**src/sv/rogn_pkg.sv**
```systemverilog
`default_nettype none

package rogn_pkg;

  localparam int CHANNEL_BITS = 16;
  localparam int FRAC_BITS    = 12;
  localparam int NUM_CH       = 3;

  // Quotient is at most 1.0, so one integer bit on top of the fraction
  localparam int OUT_W     = FRAC_BITS + 1;
  // Partial remainder stays below the divisor; one extra bit after the shift
  localparam int REM_W     = CHANNEL_BITS + 1;
  // Width wide enough to hold both a channel and the value 1.0
  localparam int CMP_W     = (CHANNEL_BITS > OUT_W) ? CHANNEL_BITS : OUT_W;
  // One quotient bit per divider stage
  localparam int DIV_STEPS = OUT_W;
  // Peak stage, divider stages, output register
  localparam int LATENCY   = DIV_STEPS + 2;

  localparam logic [CMP_W-1:0] ONE_CMP = CMP_W'(1) << FRAC_BITS;
  localparam logic [OUT_W-1:0] ONE_FRAC = OUT_W'(1) << FRAC_BITS;

  typedef logic [CHANNEL_BITS-1:0] chan_t;
  typedef logic [OUT_W-1:0]        frac_t;
  typedef logic [REM_W-1:0]        rem_t;

  typedef struct packed {
    chan_t red_in;
    chan_t green_in;
    chan_t blue_in;
  } rgb_in_t;

  typedef struct packed {
    frac_t red_out;
    frac_t green_out;
    frac_t blue_out;
    logic  was_scaled;
  } rgb_out_t;

  typedef struct packed {
    logic                   valid;
    logic                   scaled;
    chan_t                  divisor;
    chan_t [NUM_CH-1:0]     chans;
  } peak_stage_t;

  typedef struct packed {
    logic  scaled;
    chan_t divisor;
  } ctrl_t;

  // Low bits of a channel, zero-extended where the channel is narrower
  function automatic frac_t to_frac(chan_t c);
    logic [CMP_W-1:0] ext;
    ext = CMP_W'(c);
    return ext[OUT_W-1:0];
  endfunction

endpackage

`default_nettype wire

```
**src/sv/rogn_peak.sv**
```systemverilog
`default_nettype none

module rogn_peak (
  input  wire logic                  clk,
  input  wire logic                  rst_n,
  input  wire logic                  in_valid,
  input  wire rogn_pkg::rgb_in_t     in_px,
  output rogn_pkg::peak_stage_t      peak_o
);
  import rogn_pkg::*;

  logic               valid_r;
  logic               scaled_r;
  chan_t              divisor_r;
  chan_t [NUM_CH-1:0] chans_r;

  chan_t peak_rg;
  chan_t peak_nxt;
  logic  scaled_nxt;

  always_comb begin
    peak_rg    = (in_px.green_in > in_px.red_in) ? in_px.green_in : in_px.red_in;
    peak_nxt   = (in_px.blue_in > peak_rg) ? in_px.blue_in : peak_rg;
    // Exactly 1.0 passes through untouched
    scaled_nxt = CMP_W'(peak_nxt) > ONE_CMP;
  end

  always_ff @(posedge clk) begin
    if (!rst_n) begin
      valid_r <= 1'b0;
    end else begin
      valid_r <= in_valid;
    end
  end

  always_ff @(posedge clk) begin
    scaled_r   <= scaled_nxt;
    divisor_r  <= peak_nxt;
    chans_r[0] <= in_px.red_in;
    chans_r[1] <= in_px.green_in;
    chans_r[2] <= in_px.blue_in;
  end

  assign peak_o = '{valid: valid_r, scaled: scaled_r, divisor: divisor_r, chans: chans_r};

endmodule

`default_nettype wire

```
**src/sv/rogn_div_lane.sv**
```systemverilog
`default_nettype none

module rogn_div_lane (
  input  wire logic                                   clk,
  input  wire rogn_pkg::chan_t                        chan_i,
  input  wire rogn_pkg::chan_t [rogn_pkg::DIV_STEPS-1:0] divisor_i,
  output rogn_pkg::frac_t                             quot_o,
  output rogn_pkg::frac_t                             pass_o
);
  import rogn_pkg::*;

  rem_t  rem_r  [DIV_STEPS-1];
  frac_t quot_r [DIV_STEPS];
  frac_t pass_r [DIV_STEPS];

  // Restoring division, one quotient bit per stage, most significant first.
  // The channel never exceeds the divisor, so the first step needs no shift.
  for (genvar k = 0; k < DIV_STEPS; k++) begin : g_step
    rem_t  trial;
    rem_t  rem_nxt;
    logic  ge;
    frac_t quot_nxt;
    frac_t pass_nxt;

    if (k == 0) begin : g_first
      assign trial    = REM_W'(chan_i);
      assign quot_nxt = OUT_W'(ge);
      assign pass_nxt = to_frac(chan_i);
    end else begin : g_next
      assign trial    = {rem_r[k-1][REM_W-2:0], 1'b0};
      assign quot_nxt = {quot_r[k-1][OUT_W-2:0], ge};
      assign pass_nxt = pass_r[k-1];
    end

    assign ge      = trial >= REM_W'(divisor_i[k]);
    assign rem_nxt = ge ? (trial - REM_W'(divisor_i[k])) : trial;

    always_ff @(posedge clk) begin
      quot_r[k] <= quot_nxt;
      pass_r[k] <= pass_nxt;
    end

    if (k < DIV_STEPS - 1) begin : g_rem
      always_ff @(posedge clk) begin
        rem_r[k] <= rem_nxt;
      end
    end
  end

  assign quot_o = quot_r[DIV_STEPS-1];
  assign pass_o = pass_r[DIV_STEPS-1];

endmodule

`default_nettype wire

```
**src/sv/rogn_merge.sv**
```systemverilog
`default_nettype none

module rogn_merge (
  input  wire logic                                 clk,
  input  wire logic                                 rst_n,
  input  wire logic                                 valid_i,
  input  wire logic                                 scaled_i,
  input  wire rogn_pkg::frac_t [rogn_pkg::NUM_CH-1:0] quot_i,
  input  wire rogn_pkg::frac_t [rogn_pkg::NUM_CH-1:0] pass_i,
  output logic                                      out_valid,
  output rogn_pkg::rgb_out_t                        out_data
);
  import rogn_pkg::*;

  logic     valid_r;
  rgb_out_t data_r;
  rgb_out_t data_nxt;

  // Pick the quotient for scaled pixels, the original channel otherwise
  always_comb begin
    data_nxt.red_out    = scaled_i ? quot_i[0] : pass_i[0];
    data_nxt.green_out  = scaled_i ? quot_i[1] : pass_i[1];
    data_nxt.blue_out   = scaled_i ? quot_i[2] : pass_i[2];
    data_nxt.was_scaled = scaled_i;
  end

  always_ff @(posedge clk) begin
    if (!rst_n) begin
      valid_r <= 1'b0;
    end else begin
      valid_r <= valid_i;
    end
  end

  always_ff @(posedge clk) begin
    data_r <= data_nxt;
  end

  assign out_valid = valid_r;
  assign out_data  = data_r;

endmodule

`default_nettype wire

```
**src/sv/rgb_out_of_gamut_normalizer.sv**
```systemverilog
// RGB out-of-gamut normaliser. Takes one pixel per clock (start high while
// busy is low) and returns it as a single-cycle out_valid strobe after the
// peak stage, which finds the peak channel, the 13-stage pipelined divider
// that each of the three channel lanes owns, one quotient bit per stage, and
// one output register. Pixels may follow each other on every clock and
// the result cannot be stalled, so the receiver must take it when it shows.
// busy is high only while reset is held.
`default_nettype none

module rgb_out_of_gamut_normalizer (
  input  wire logic                clk,
  input  wire logic                rst_n,
  input  wire logic                start,
  output logic                     busy,
  input  wire rogn_pkg::rgb_in_t   in_data,
  output logic                     out_valid,
  output rogn_pkg::rgb_out_t       out_data
);
  import rogn_pkg::*;

  peak_stage_t               peak;
  logic                      valid_r [DIV_STEPS];
  ctrl_t                     ctrl_r  [DIV_STEPS];
  chan_t [DIV_STEPS-1:0]     div_vec;
  frac_t [NUM_CH-1:0]        quot;
  frac_t [NUM_CH-1:0]        pass;

  // Hold off transactions while in reset
  assign busy = ~rst_n;

  rogn_peak u_peak (
    .clk      (clk),
    .rst_n    (rst_n),
    .in_valid (start & ~busy),
    .in_px    (in_data),
    .peak_o   (peak)
  );

  always_ff @(posedge clk) begin
    if (!rst_n) begin
      for (int k = 0; k < DIV_STEPS; k++) begin
        valid_r[k] <= 1'b0;
      end
    end else begin
      valid_r[0] <= peak.valid;
      for (int k = 1; k < DIV_STEPS; k++) begin
        valid_r[k] <= valid_r[k-1];
      end
    end
  end

  always_ff @(posedge clk) begin
    ctrl_r[0] <= '{scaled: peak.scaled, divisor: peak.divisor};
    for (int k = 1; k < DIV_STEPS; k++) begin
      ctrl_r[k] <= ctrl_r[k-1];
    end
  end

  // Divisor that travels alongside each divider stage's input
  always_comb begin
    div_vec[0] = peak.divisor;
    for (int k = 1; k < DIV_STEPS; k++) begin
      div_vec[k] = ctrl_r[k-1].divisor;
    end
  end

  for (genvar c = 0; c < NUM_CH; c++) begin : g_lane
    rogn_div_lane u_lane (
      .clk       (clk),
      .chan_i    (peak.chans[c]),
      .divisor_i (div_vec),
      .quot_o    (quot[c]),
      .pass_o    (pass[c])
    );
  end

  rogn_merge u_merge (
    .clk       (clk),
    .rst_n     (rst_n),
    .valid_i   (valid_r[DIV_STEPS-1]),
    .scaled_i  (ctrl_r[DIV_STEPS-1].scaled),
    .quot_i    (quot),
    .pass_i    (pass),
    .out_valid (out_valid),
    .out_data  (out_data)
  );

endmodule

`default_nettype wire

```
**config.mk**
```make
export PLATFORM = sky130hd
export DESIGN_NAME = rgb_out_of_gamut_normalizer
export DESIGN_NICKNAME = d
export VERILOG_FILES = /design/src/sv/rogn_pkg.sv /design/src/sv/rogn_peak.sv /design/src/sv/rogn_div_lane.sv /design/src/sv/rogn_merge.sv /design/src/sv/rgb_out_of_gamut_normalizer.sv
export SDC_FILE = /design/constraint.sdc
export NUM_CORES = 2
export LEC_CHECK = 0
export ABC_AREA = 1
export ABC_CLOCK_PERIOD_IN_PS = 8000
export BUFFER_PORTS_ARGS = -buffer_cell sky130_fd_sc_hd__buf_2
export CAP_MARGIN = 30
export CORE_MARGIN = 5
export CORE_UTILIZATION = 25
export DETAILED_ROUTE_END_ITERATION = 8
export PLACE_DENSITY_LB_ADDON = 0.12
export SLEW_MARGIN = 20
export SYNTH_ARGS = -nofsm -noshare
export SYNTH_HDL_FRONTEND = slang
export SYNTH_SLANG_ARGS = --single-unit
```
**constraint.sdc**
```tcl
create_clock -name clk -period 8 [get_ports clk]
set_input_delay 1.6 -clock clk [delete_from_list [all_inputs] [get_ports clk]]
set_output_delay 1.6 -clock clk [all_outputs]
set_load 0.02 [all_outputs]
```
==> summary.txt <==
Clock tree
  • Later-pin clock latency in the skew report: 0.84 ns
  • Post_cts resized: 0
  • Root Buffer: clkbuf_16
  • Clock transition at path regs: 0.06 ns
  • H-tree levels: 4
  • CTS Buf Count: 195
  • CTS Hold Bufs: 0
  • Max Buffers Root-to-Sink: 4
  • CTS tree: done
  • Setup bufs post-CTS: 0
  • Clock Sinks: 1681

Detailed routing
  • Total wire length: 200 mm
  • Pre-Repair DR Iteration Count: 7
  • Initial DRC count: 2402
  • Post-route ant nets: 0
  • Remaining DRCs: 0
  • Routed length per instance: 18.0 um
  • Via density: 4.19
  • Via count: 46700

Yosys
  • Mapped Nets: 7969
  • Async SR Flop Fraction: 0%
  • EDFF count, synth: 0
  • Syn avg cell area: 9.39 um^2
  • Yosys warns: 0
  • Mapped cell area: 67900 um^2
  • Count leader, synth: dfxtp_1
  • Synthesis-stage register bit count: 1681
  • Area leader, netlist: dfxtp_1
  • Prevailing post-synth register cell: dfxtp_1
  • Distinct cells, synth: 50
  • Yosys top cell area share: 49.6%
  • Post-synthesis sequential area ratio: 49.6%
  • Main area contributors after synthesis: dfxtp_1 50%, ha_1 12%, nand2_1 8.3%
  • Top post-synthesis cells by count: 1681 x dfxtp_1, 1507 x nand2_1, 653 x ha_1
  • Mapped Cells: 7229

STA
  • RSZ-0062 raised after global routing: no
  • Max-slew violations: 0
  • Final hold vios: 0
  • Tmin final: 4.96 ns
  • Tcrit/Tclk final: 62.0%
  • Slew Limit Headroom: 36.9%
  • Final setup violation count: 0
  • Worst-margin pin slew: 0.935 ns
  • Clk_skew: 0.0617 ns
  • Setup TNS: 0 ns
  • Max Freq: 201 MHz

Setup path
  • Most frequent CP cell: nand2_1
  • Slowest CP cell: nand2_2
  • Crit path buf inv count: 2
  • CP max FO: 27
  • CP delay by family, top: simple AND/OR/NAND/NOR gates
  • Worst path required time: 8.75 ns
  • CP Class: in2reg
  • Arrival time worst endpoint: 5.72 ns
  • Cell Chain, Critical Path: buf_2 -> inv_1 -> ha_1 -> nand2_1 -> nor2_1 -> nand3_2 -> nand2_2 -> nand2_1 -> and2_1 -> ha_1 -> nand2_1 -> nor2_1 -> nand2_1 -> nand2_1 -> nand2_1 -> nand2_1 -> nand2_2 -> or2_2 -> nand2_1 -> nand2_1 -> nor2_1 -> nand2_1 -> nor2_1 -> nor2_1
  • Crit start category: primary input
  • Worst Setup End Kind: flop
  • Max incr delay on CP: 0.44 ns

Global routing
  • Vias in the first global route: 46900
  • First-pass GRT wire length: 298 mm
  • Largest net degree at the start of global routing: 31
  • Gr usage total: 14.0%
  • Congestion Overflow GR: 0
  • Initial antenna violation count: 12

Floorplan
  • Core Area: 271000 um^2
  • I/O pins: 93
  • Cell Rows: 191
  • Die ar.: 282000 um^2
  • Die W: 531 um
  • Initial Utilization: 25.1%
  • Die height: 531 um

Hold path
  • HP Class: reg2reg

Finish
  • Layout net count: 8156
  • Share of layout cells above drive strength 1: 11.6%
  • Area Overhead vs Synth: 15.9%

Run
  • Max cap viols: 0

Placed design
  • PortBufs: 92
  • Post-DP HPWL: 162 mm
  • Placer Congestion: 0.855

Status
  • Status: finished clean
placed cells by master (no fill, tap or decap), types with 36 or more instances in the layout:
| cell | synthesis | layout |
|---|---|---|
| nor2_1 | 325 | 325 |
| nand2_2 | 100 | 100 |
| or2_2 | 39 | 39 |
| clkbuf_16 | 0 | 197 |
| nor3_1 | 68 | 68 |
| xnor2_1 | 254 | 254 |
| ha_1 | 653 | 653 |
| o21ai_2 | 177 | 177 |
| nand2_1 | 1507 | 1507 |
| mux2_2 | 39 | 39 |
| a21o_1 | 76 | 76 |
| a21oi_1 | 458 | 458 |
| inv_2 | 42 | 42 |
| dfxtp_1 | 1681 | 1680 |
| clkinv_2 | 0 | 41 |
| o21ai_0 | 357 | 357 |
| buf_2 | 39 | 92 |
| inv_1 | 529 | 529 |
| xor2_1 | 203 | 203 |
| nand3_1 | 327 | 327 |
| o21ai_1 | 70 | 70 |
| fa_1 | 36 | 36 |
worst register-to-register path: cells and delay by family, from the launching register on:
family	cells	cell delay (ns)
AO/OA/AOI/OAI	6	1.28
adder cells (fa/ha/maj)	1	0.39
buffers and inverters	1	0.31
flip-flops	1	0.68
AND/OR/NAND/NOR	3	0.47
routing by layer:
metal / wire, um / up-vias / track usage, %
li1: - / 24300 / -
met1: 92800 / 21400 / 18.1
met2: 95900 / 644 / 24.4
met3: 6700 / 268 / 2.19
met4: 4930 / 10 / 3.40
met5: 55 / - / 0
per-stage QoR:
stage	instance area (um^2)	instances	worst slack, ns	hold slack, ns	util (%)
final	78700	11100	3.04	0.278	29.1
after global routing	78700	11100	2.74	0.291	29.1
after CTS	78700	11100	2.98	0.279	29.1
after detailed placement	71900	10800	2.05	0.312	26.6
after global placement	71900	10800	2.01	0.310	26.6
after floorplan	67900	7229	3.55	0.310	-
cell type report:
| cell class | instances | area (um^2) |
|---|---|---|
| fill | 28400 | 192000 |
| multi-input combinational | 4869 | 31200 |
| inverter | 571 | 2140 |
| clock inverter | 95 | 1260 |
| tap | 3570 | 4470 |
| clock buffer | 256 | 5470 |
| timing repair buffer | 98 | 505 |
| antenna | 4 | 10.0 |
| sequential | 1681 | 33700 |
cells by family (layout without fill, tap and decap cells):
| group | after synthesis | after routing | share of synthesized area (%) |
|---|---|---|---|
| muxes | 39 | 39 | 0.647 |
| adders and majority gates | 689 | 689 | 13.1 |
| DFF | 1681 | 1681 | 49.6 |
| other | 0 | 4 | 0 |
| buffers and inverters | 679 | 1020 | 4.49 |
| and+or+nand+nor | 2425 | 2425 | 15.0 |
| AOI/OAI and AO/OA | 1259 | 1259 | 11.3 |
| xor gates and xnor gates | 457 | 457 | 5.90 |
registers in the layout, summed over array words and instances, names as in the netlist:
signal,cells
g_lane.u_lane.rem_r,576
g_lane.u_lane.pass_r,507
g_lane.u_lane.quot_r,273
ctrl_r,205
u_peak.peak_o,48
u_merge.out_data,40
u_peak.divisor_r,16
valid_r,13
u_merge.out_valid,1
u_peak.scaled_r,1
u_peak.valid_r,1
final timing paths:
check                                                    start                             end  slack (ns)  cells past startpoint
worst max-delay path                               in_data[39]                 u_peak.scaled_r        3.04                     24
worst min-delay path            g_lane[1].u_lane.pass_r[11][6]  g_lane[1].u_lane.pass_r[12][6]        0.28                      0
worst max register to register             u_peak.divisor_r[1]    g_lane[1].u_lane.rem_r[0][1]        4.76                     11
worst min register to register  g_lane[1].u_lane.pass_r[11][6]  g_lane[1].u_lane.pass_r[12][6]        0.28                      0
Power is left out: the tool's default activity adds up to more than one toggle a clock period on the data nets, which glitch-free logic cannot reach.
